===== src/design/sap_pkg.sv =====
// ----------------------------------------------------------------------------
// Slot allocator package
// Shared word types, command, status and slot state codes.
// ----------------------------------------------------------------------------
package sap_pkg;

    localparam int SLOTS_DEF = 64;
    localparam int ID_W      = 16;

    localparam logic [1:0] CMD_ALLOC   = 2'd0;
    localparam logic [1:0] CMD_RELEASE = 2'd1;
    localparam logic [1:0] CMD_COMMIT  = 2'd2;
    localparam logic [1:0] CMD_REBUILD = 2'd3;

    localparam logic [1:0] STAT_OK     = 2'd0;
    localparam logic [1:0] STAT_NOFREE = 2'd1;
    localparam logic [1:0] STAT_REJECT = 2'd2;

    localparam logic [1:0] SS_FREE  = 2'd0;
    localparam logic [1:0] SS_ALLOC = 2'd1;
    localparam logic [1:0] SS_PEND  = 2'd2;

    typedef struct packed {
        logic [1:0] cmd;
        logic [5:0] slot_index;
    } t_in_word;

    typedef struct packed {
        logic [1:0]      status;
        logic [5:0]      granted_slot;
        logic [ID_W-1:0] object_id;
        logic [6:0]      released_count;
        logic [6:0]      active_count;
    } t_out_word;

endpackage


===== src/design/slot_allocator_deferred_release.sv =====
// ----------------------------------------------------------------------------
// Slot allocator with deferred release
// Fixed slot pool on a linked free list, with a queue of pending releases.
// ----------------------------------------------------------------------------
// Each input word carries a command and a slot index; each one gives exactly
// one result word. Both channels use valid and stall. The block takes one
// word at a time and stalls its input until that word's result is handed to
// the output register, so the input may be taken again while a result waits.
// A small sequencer drives three simple dual port RAMs (links, slot states and
// the release queue), one access pair per cycle with registered reads.
// Steps per word: allocate and release pass a work state, then the result
// (an allocate that finds the pool empty goes straight to the result);
// commit reads and relinks each queued release in turn; rebuild walks all
// SLOTS entries, reading back the state of each slot below the start slot S.
// After reset the block walks all SLOTS entries to build the free list and
// stalls its input until the walk is done. When the receiver stalls, the
// result holds in the output register and the next word finishes and then
// waits for the register to free up.
// ----------------------------------------------------------------------------
module slot_allocator_deferred_release #(
    parameter int SLOTS = sap_pkg::SLOTS_DEF
) (
    input  logic               i_clk,
    input  logic               i_rst_n,
    input  logic               i_in_valid,
    output logic               o_in_stall,
    input  sap_pkg::t_in_word  i_in_word,
    output logic               o_out_valid,
    input  logic               i_out_stall,
    output sap_pkg::t_out_word o_out_word
);
    import sap_pkg::*;

    localparam int AW = $clog2(SLOTS);
    localparam int CW = $clog2(SLOTS + 1);
    localparam logic [CW-1:0] NONE = CW'(SLOTS);

    localparam logic [2:0] S_IDLE   = 3'd0;
    localparam logic [2:0] S_ALLOC  = 3'd1;
    localparam logic [2:0] S_REL    = 3'd2;
    localparam logic [2:0] S_CMT_RD = 3'd3;
    localparam logic [2:0] S_CMT_WR = 3'd4;
    localparam logic [2:0] S_RB_RD  = 3'd5;
    localparam logic [2:0] S_RB_WR  = 3'd6;
    localparam logic [2:0] S_DONE   = 3'd7;

    logic [2:0]      r_state, n_state;
    logic [CW-1:0]   r_head, n_head;
    logic [CW-1:0]   r_qc, n_qc;
    logic [CW-1:0]   r_live, n_live;
    logic [ID_W-1:0] r_next_id, n_next_id;
    logic [CW-1:0]   r_i, n_i;
    logic [CW-1:0]   r_acc, n_acc;
    logic            r_init, n_init;
    logic [5:0]      r_idx, n_idx;
    logic            r_idx_ok, n_idx_ok;
    logic            r_out_valid, n_out_valid;
    t_out_word       r_res, n_res;
    t_out_word       r_out, n_out;

    logic            link_we;
    logic [AW-1:0]   link_waddr, link_raddr;
    logic [CW-1:0]   link_wdata, link_rdata;
    logic            st_we;
    logic [AW-1:0]   st_waddr, st_raddr;
    logic [1:0]      st_wdata, st_rdata;
    logic            rq_we;
    logic [AW-1:0]   rq_waddr, rq_raddr;
    logic [AW-1:0]   rq_wdata, rq_rdata;

    sap_ram #(.WIDTH(CW), .DEPTH(SLOTS)) u_link (
        .i_clk   (i_clk),
        .i_we    (link_we),
        .i_waddr (link_waddr),
        .i_wdata (link_wdata),
        .i_raddr (link_raddr),
        .o_rdata (link_rdata)
    );

    sap_ram #(.WIDTH(2), .DEPTH(SLOTS)) u_state (
        .i_clk   (i_clk),
        .i_we    (st_we),
        .i_waddr (st_waddr),
        .i_wdata (st_wdata),
        .i_raddr (st_raddr),
        .o_rdata (st_rdata)
    );

    sap_ram #(.WIDTH(AW), .DEPTH(SLOTS)) u_queue (
        .i_clk   (i_clk),
        .i_we    (rq_we),
        .i_waddr (rq_waddr),
        .i_wdata (rq_wdata),
        .i_raddr (rq_raddr),
        .o_rdata (rq_rdata)
    );

    always_comb begin
        n_state     = r_state;
        n_head      = r_head;
        n_qc        = r_qc;
        n_live      = r_live;
        n_next_id   = r_next_id;
        n_i         = r_i;
        n_acc       = r_acc;
        n_init      = r_init;
        n_idx       = r_idx;
        n_idx_ok    = r_idx_ok;
        n_res       = r_res;
        n_out       = r_out;
        n_out_valid = r_out_valid;
        link_we     = 1'b0;
        link_waddr  = r_i[AW-1:0];
        link_wdata  = r_i + 1'b1;
        link_raddr  = r_head[AW-1:0];
        st_we       = 1'b0;
        st_waddr    = r_i[AW-1:0];
        st_wdata    = SS_FREE;
        st_raddr    = r_i[AW-1:0];
        rq_we       = 1'b0;
        rq_waddr    = r_qc[AW-1:0];
        rq_wdata    = AW'(r_idx);
        rq_raddr    = r_i[AW-1:0];

        if (r_out_valid && !i_out_stall) begin
            n_out_valid = 1'b0;
        end

        unique case (r_state)
            S_IDLE: begin
                st_raddr = AW'(i_in_word.slot_index);
                if (i_in_valid) begin
                    n_idx    = i_in_word.slot_index;
                    n_idx_ok = int'(i_in_word.slot_index) < SLOTS;
                    n_i      = '0;
                    n_acc    = '0;
                    n_res    = '0;
                    unique case (i_in_word.cmd)
                        CMD_ALLOC: begin
                            if (r_head == NONE) begin
                                n_res.status = STAT_NOFREE;
                                n_state      = S_DONE;
                            end else begin
                                n_state = S_ALLOC;
                            end
                        end
                        CMD_RELEASE: n_state = S_REL;
                        CMD_COMMIT:  n_state = S_CMT_RD;
                        default:     n_state = S_RB_RD;
                    endcase
                end
            end
            S_ALLOC: begin
                st_we                 = 1'b1;
                st_waddr              = r_head[AW-1:0];
                st_wdata              = SS_ALLOC;
                n_head                = link_rdata;
                n_live                = r_live + 1'b1;
                n_res.status          = STAT_OK;
                n_res.granted_slot    = 6'(r_head);
                n_res.object_id       = r_next_id;
                n_next_id             = (r_next_id == {ID_W{1'b1}}) ? ID_W'(1)
                                                                    : r_next_id + 1'b1;
                n_state               = S_DONE;
            end
            S_REL: begin
                if (!r_idx_ok || st_rdata != SS_ALLOC || r_qc >= NONE) begin
                    n_res.status = STAT_REJECT;
                end else begin
                    rq_we        = 1'b1;
                    st_we        = 1'b1;
                    st_waddr     = AW'(r_idx);
                    st_wdata     = SS_PEND;
                    n_qc         = r_qc + 1'b1;
                    n_res.status = STAT_OK;
                end
                n_state = S_DONE;
            end
            S_CMT_RD: begin
                if (r_i == r_qc) begin
                    n_res.status         = STAT_OK;
                    n_res.released_count = 7'(r_qc);
                    n_live               = (r_live >= r_qc) ? r_live - r_qc : '0;
                    n_qc                 = '0;
                    n_state              = S_DONE;
                end else begin
                    n_state = S_CMT_WR;
                end
            end
            S_CMT_WR: begin
                link_we    = 1'b1;
                link_waddr = rq_rdata;
                link_wdata = r_head;
                st_we      = 1'b1;
                st_waddr   = rq_rdata;
                st_wdata   = SS_FREE;
                n_head     = CW'(rq_rdata);
                n_i        = r_i + 1'b1;
                n_state    = S_CMT_RD;
            end
            S_RB_RD: begin
                if (r_i == NONE) begin
                    n_head = r_idx_ok ? CW'(r_idx) : NONE;
                    n_qc   = '0;
                    n_live = r_acc;
                    if (r_init) begin
                        n_init  = 1'b0;
                        n_state = S_IDLE;
                    end else begin
                        n_res.status = STAT_OK;
                        n_state      = S_DONE;
                    end
                end else if (int'(r_i) < int'(r_idx)) begin
                    n_state = S_RB_WR;
                end else begin
                    link_we = 1'b1;
                    st_we   = 1'b1;
                    n_i     = r_i + 1'b1;
                end
            end
            S_RB_WR: begin
                st_we    = (st_rdata == SS_PEND);
                st_wdata = SS_ALLOC;
                if (st_rdata != SS_FREE) begin
                    n_acc = r_acc + 1'b1;
                end
                n_i     = r_i + 1'b1;
                n_state = S_RB_RD;
            end
            default: begin
                if (!r_out_valid || !i_out_stall) begin
                    n_out              = r_res;
                    n_out.active_count = 7'(r_live);
                    n_out_valid        = 1'b1;
                    n_state            = S_IDLE;
                end
            end
        endcase
    end

    always_ff @(posedge i_clk) begin
        if (!i_rst_n) begin
            r_state     <= S_RB_RD;
            r_head      <= '0;
            r_qc        <= '0;
            r_live      <= '0;
            r_next_id   <= '0;
            r_i         <= '0;
            r_acc       <= '0;
            r_init      <= 1'b1;
            r_idx       <= '0;
            r_idx_ok    <= 1'b1;
            r_out_valid <= 1'b0;
        end else begin
            r_state     <= n_state;
            r_head      <= n_head;
            r_qc        <= n_qc;
            r_live      <= n_live;
            r_next_id   <= n_next_id;
            r_i         <= n_i;
            r_acc       <= n_acc;
            r_init      <= n_init;
            r_idx       <= n_idx;
            r_idx_ok    <= n_idx_ok;
            r_out_valid <= n_out_valid;
        end
    end

    always_ff @(posedge i_clk) begin
        r_res <= n_res;
        r_out <= n_out;
    end

    assign o_in_stall  = (r_state != S_IDLE);
    assign o_out_valid = r_out_valid;
    assign o_out_word  = r_out;

endmodule


===== src/design/sap_ram.sv =====
// ----------------------------------------------------------------------------
// Slot allocator RAM
// Simple dual port memory with one write port and one registered read port.
// ----------------------------------------------------------------------------
module sap_ram #(
    parameter int WIDTH = 8,
    parameter int DEPTH = sap_pkg::SLOTS_DEF
) (
    input  logic                     i_clk,
    input  logic                     i_we,
    input  logic [$clog2(DEPTH)-1:0] i_waddr,
    input  logic [WIDTH-1:0]         i_wdata,
    input  logic [$clog2(DEPTH)-1:0] i_raddr,
    output logic [WIDTH-1:0]         o_rdata
);
    logic [WIDTH-1:0] r_mem [DEPTH];
    logic [WIDTH-1:0] r_rdata;

    always_ff @(posedge i_clk) begin
        if (i_we) begin
            r_mem[i_waddr] <= i_wdata;
        end
        r_rdata <= r_mem[i_raddr];
    end

    assign o_rdata = r_rdata;

endmodule


===== config.mk =====
export PLATFORM = sky130hd
export DESIGN_NAME = slot_allocator_deferred_release
export DESIGN_NICKNAME = d
export VERILOG_FILES = /design/src/design/sap_pkg.sv /design/src/design/slot_allocator_deferred_release.sv /design/src/design/sap_ram.sv
export SDC_FILE = /design/constraint.sdc
export NUM_CORES = 1
export LEC_CHECK = 0
export BUFFER_PORTS_ARGS = -buffer_cell sky130_fd_sc_hd__buf_2
export CELL_PAD_IN_SITES_DETAIL_PLACEMENT = 0
export CELL_PAD_IN_SITES_GLOBAL_PLACEMENT = 1
export CORE_ASPECT_RATIO = 0.6
export CORE_MARGIN = 3
export CORE_UTILIZATION = 55
export CTS_BUF_LIST = sky130_fd_sc_hd__clkbuf_8
export DETAILED_ROUTE_END_ITERATION = 8
export PLACE_DENSITY_LB_ADDON = 0.1
export SLEW_MARGIN = 5
export SYNTH_ARGS = -nofsm -noshare
export SYNTH_HDL_FRONTEND = slang
export SYNTH_SLANG_ARGS = --single-unit

===== constraint.sdc =====
create_clock -name i_clk -period 7.5 [get_ports i_clk]
set_input_delay 1.875 -clock i_clk [delete_from_list [all_inputs] [get_ports i_clk]]
set_output_delay 1.875 -clock i_clk [all_outputs]
set_load 0.01 [all_outputs]

==> summary.md <==
| Metric | Value |
|---|---|
| Dpl ws | ~3.1 ns |
| Num ports | 52 |
| Crit path cell chain | buf_4, nor3_2, buf_4, inv_2, buf_2 |
| Vias | 24190 |
| CP delay by family, top | buffers and inverters |
| Non-Filler Instances | between 3000 and 4000 |
| Die area | 85500 um2 |
| Most frequent cell after synthesis | edfxtp_1 |
| Slew HR | 14.81% |
| Post-synth top cells | edfxtp_1 (1029), nor2_1 (279), mux4_2 (242) |
| Switching share of power | 31.78% |
| CTS sink cnt | 1106 |
| Power Dens Cells | 327.8 nW/um2 |
| Hold buffers post-CTS | 0 |
| Area fraction of the dominant cell type after synthesis | around 69% |
| WS Path Type | reg -> out |
| Slowest CP cell | dfxtp_1 |
| Rows | 80 |
| Setup violators final | 0 |
| Maximum clock path buffer count | 3 |
| Gate power share | between 20 and 30% |
| Post-route cell area | 49260 um2 |
| CP startpoint | r_state[2] |
| Post-synthesis net count | between 2000 and 3000 |
| Syn Inst Count | 2555 |
| Max_cap viols | 0 |
| Vias per Instance | about 6.3 |
| R2r startpoint | r_idx[1] |
| Worst skew pair latency | 0.85 ns |
| Slew Limit Fails | 0 |
| CP Launch Type | flop |
| H-tree depth | 4 |
| Placed instance count | roughly 3600 |
| Post-CTS Setup Bufs | 0 |
| Maximum vdd ir drop | slightly above 0.2 mV |
| Drt initial violations | approximately 3000 |
| Distinct cell type count after synthesis | 65 |
| CP most frequent cell | buf_4 |
| Share of layout cells above drive strength 1 | 20.49% |
| Status | complete, no violations |
| Initial Util | 56.12% |
| Die width | approximately 380 um |
| Placed inst area | 46430 um2 |
| Filler Cell Count | 5791 |
| Drt pass-1 iters | 7 |
| CP endpoint kind | output port |
| Final worst slack | 2.820 ns |
| CTS Buf Count | 158 |
| Post-route ant nets | 0 |
| Int Pwr | 11.02 mW |
| Remaining DRCs | 0 |
| Worst-path clk slew | 0.07 ns |
| Crit-path max cell delay | ~0.61 ns |
| Buf/Inv on CP | 4 |
| GPL Wtd Cong | 0.8585 |
| Static Leak | 15.49 nW |
| CP max FO | 23 |
| Clock share of power | 27.0% |
| Tmin final | 4.680 ns |
| Die H | 227.7 um |
| Nets | between 2000 and 3000 |
| Final hold vios | 0 |
| Syn_area_per_cell | 17.63 um2 |
| Total negative setup slack | 0 ns |
| Total Routing Usage GR | 25.86% |
| Req. time, crit path | 5.62 ns |
| HP Class | reg -> reg |
| RSZ-0062 raised after global routing | false |
| Fmax achieved | 213.7 MHz |
| Area of the core | roughly 80000 um2 |
| Mapped Area | 45050 um2 |
| R2r setup slk | 3.40 ns |
| Top FF cell, synth | edfxtp_1 |
| Worst Skew | 0.03810 ns |
| EDFF count, synth | 1029 |
| Post-synth ARST share | 0% |
| Vias in the first global route | 23790 |
| Initial antenna violation count | 4 |
| Total wire length | roughly 110000 um |
| First-pass GRT wire length | 160400 um |
| Synth area leaders | edfxtp_1 (69%), mux4_2 (12%), dfxtp_1 (3.4%) |
| Synthesized flop and latch total | between 1000 and 1500 |
| Critical path arrival | about 2.8 ns |
| Clock root buffer | clkbuf_8 |
| PostCTS Resize Cnt | 0 |
| Switching power | 5.132 mW |
| Dpl hpwl | 68280 um |
| Worst Tran Pin Value | 1.262 ns |
| Fin crit share | 62.41% |
| Area Growth Syn to Fin | 9.348% |
| Hold Crit Start | r_res[34] |
| CTS tree | yes |
| Avg WL per Cell | 28.01 um |
| Seq/Total Area, Yosys | between 70% and 80% |
| Total grt overflow | 0 |
| Largest net degree at the start of global routing | slightly above 80 |
| Post-layout util | 61.37% |
| Power share of the sequential group | a little under half |
| Top cell type by total area after synthesis | edfxtp_1 |
| Port buffer count | 51 |
| Ys Warns | 0 |
## state kept, by name (all words and copies together) (netlist names), 16 cells and up
name and count:
u_link.r_mem 448, r_res 31, u_state.r_mem 128, o_out_word 38, u_queue.r_mem 384, r_next_id 16
## layout by cell type (no fill, tap or decap), types with 51 or more instances in the layout
cell type and n:
nor2_1 279, mux4_2 242, nand3_1 61, nand2_1 128, a21oi_1 55, mux2i_1 134, edfxtp_1 1029, buf_2 51
inv_1 80, clkbuf_8 166, dfxtp_1 63
## power groups by stage
| stage | clock network [mW] | logic, mW | registers (mW) |
|---|---|---|---|
| after floorplan | 0 | 2.93 | 7.61 |
| after global placement | 0 | 4.00 | 7.83 |
| after detailed placement | 0 | 4.07 | 7.84 |
| after CTS | 4.45 | 4.08 | 7.72 |
| after global routing | 4.75 | 4.38 | 7.75 |
| final | 4.36 | 4.08 | 7.71 |
## routing by layer
| layer | vias up | share of wire, % | global-route usage [%] |
|---|---|---|---|
| met5 | - | 0.012 | 0 |
| met2 | 1113 | 41 | 34.24 |
| met4 | 2 | 1.7 | 7.260 |
| met1 | 12570 | 47 | 42.09 |
| met3 | 135 | 10 | 7.028 |
| li1 | 10380 | - | - |
## cell families (layout without fill, tap and decap cells)
group | Yosys count | in the layout | share of synthesized area (%)
flip-flops | 1106 | 1106 | 72.01
AND/OR/NAND/NOR | 614 | 614 | 6.171
multiplexers | 397 | 397 | 15.65
AO/OA/AOI/OAI | 217 | 217 | 3.152
buffers and inverters | 158 | 400 | 1.597
XOR/XNOR | 41 | 41 | 0.7971
adder cells (fa/ha/maj) | 22 | 22 | 0.6276
other | 0 | 1 | 0
## final timing paths
check,end,cells after the start
worst max-delay path,o_in_stall,5
worst min-delay path,o_out_word[34],0
worst max register to register,u_link.r_mem[56][4],9
worst min register to register,o_out_word[34],0
## stage by stage
stage               power, mW  hold WS, ns
finish                  16.15       0.4061
global route            16.88       0.4175
CTS                     16.25       0.4076
detailed placement      11.91       0.4045
global placement        11.83       0.4035
floorplan               10.54       0.4003
## cell type report
cell class	count	area (um2)	area share, %
clock buffer	166	2285	4.638
clock inverter	118	544.3	1.105
inverter	27	101.3	0.2057
timing repair buffer	89	540.5	1.097
multi-input combinational	1291	11990	24.33
antenna	1	2.502	0.005079
sequential	1106	32470	65.91
tap	1066	1334	2.707
Note: power is estimated with default switching activity, not from simulation.
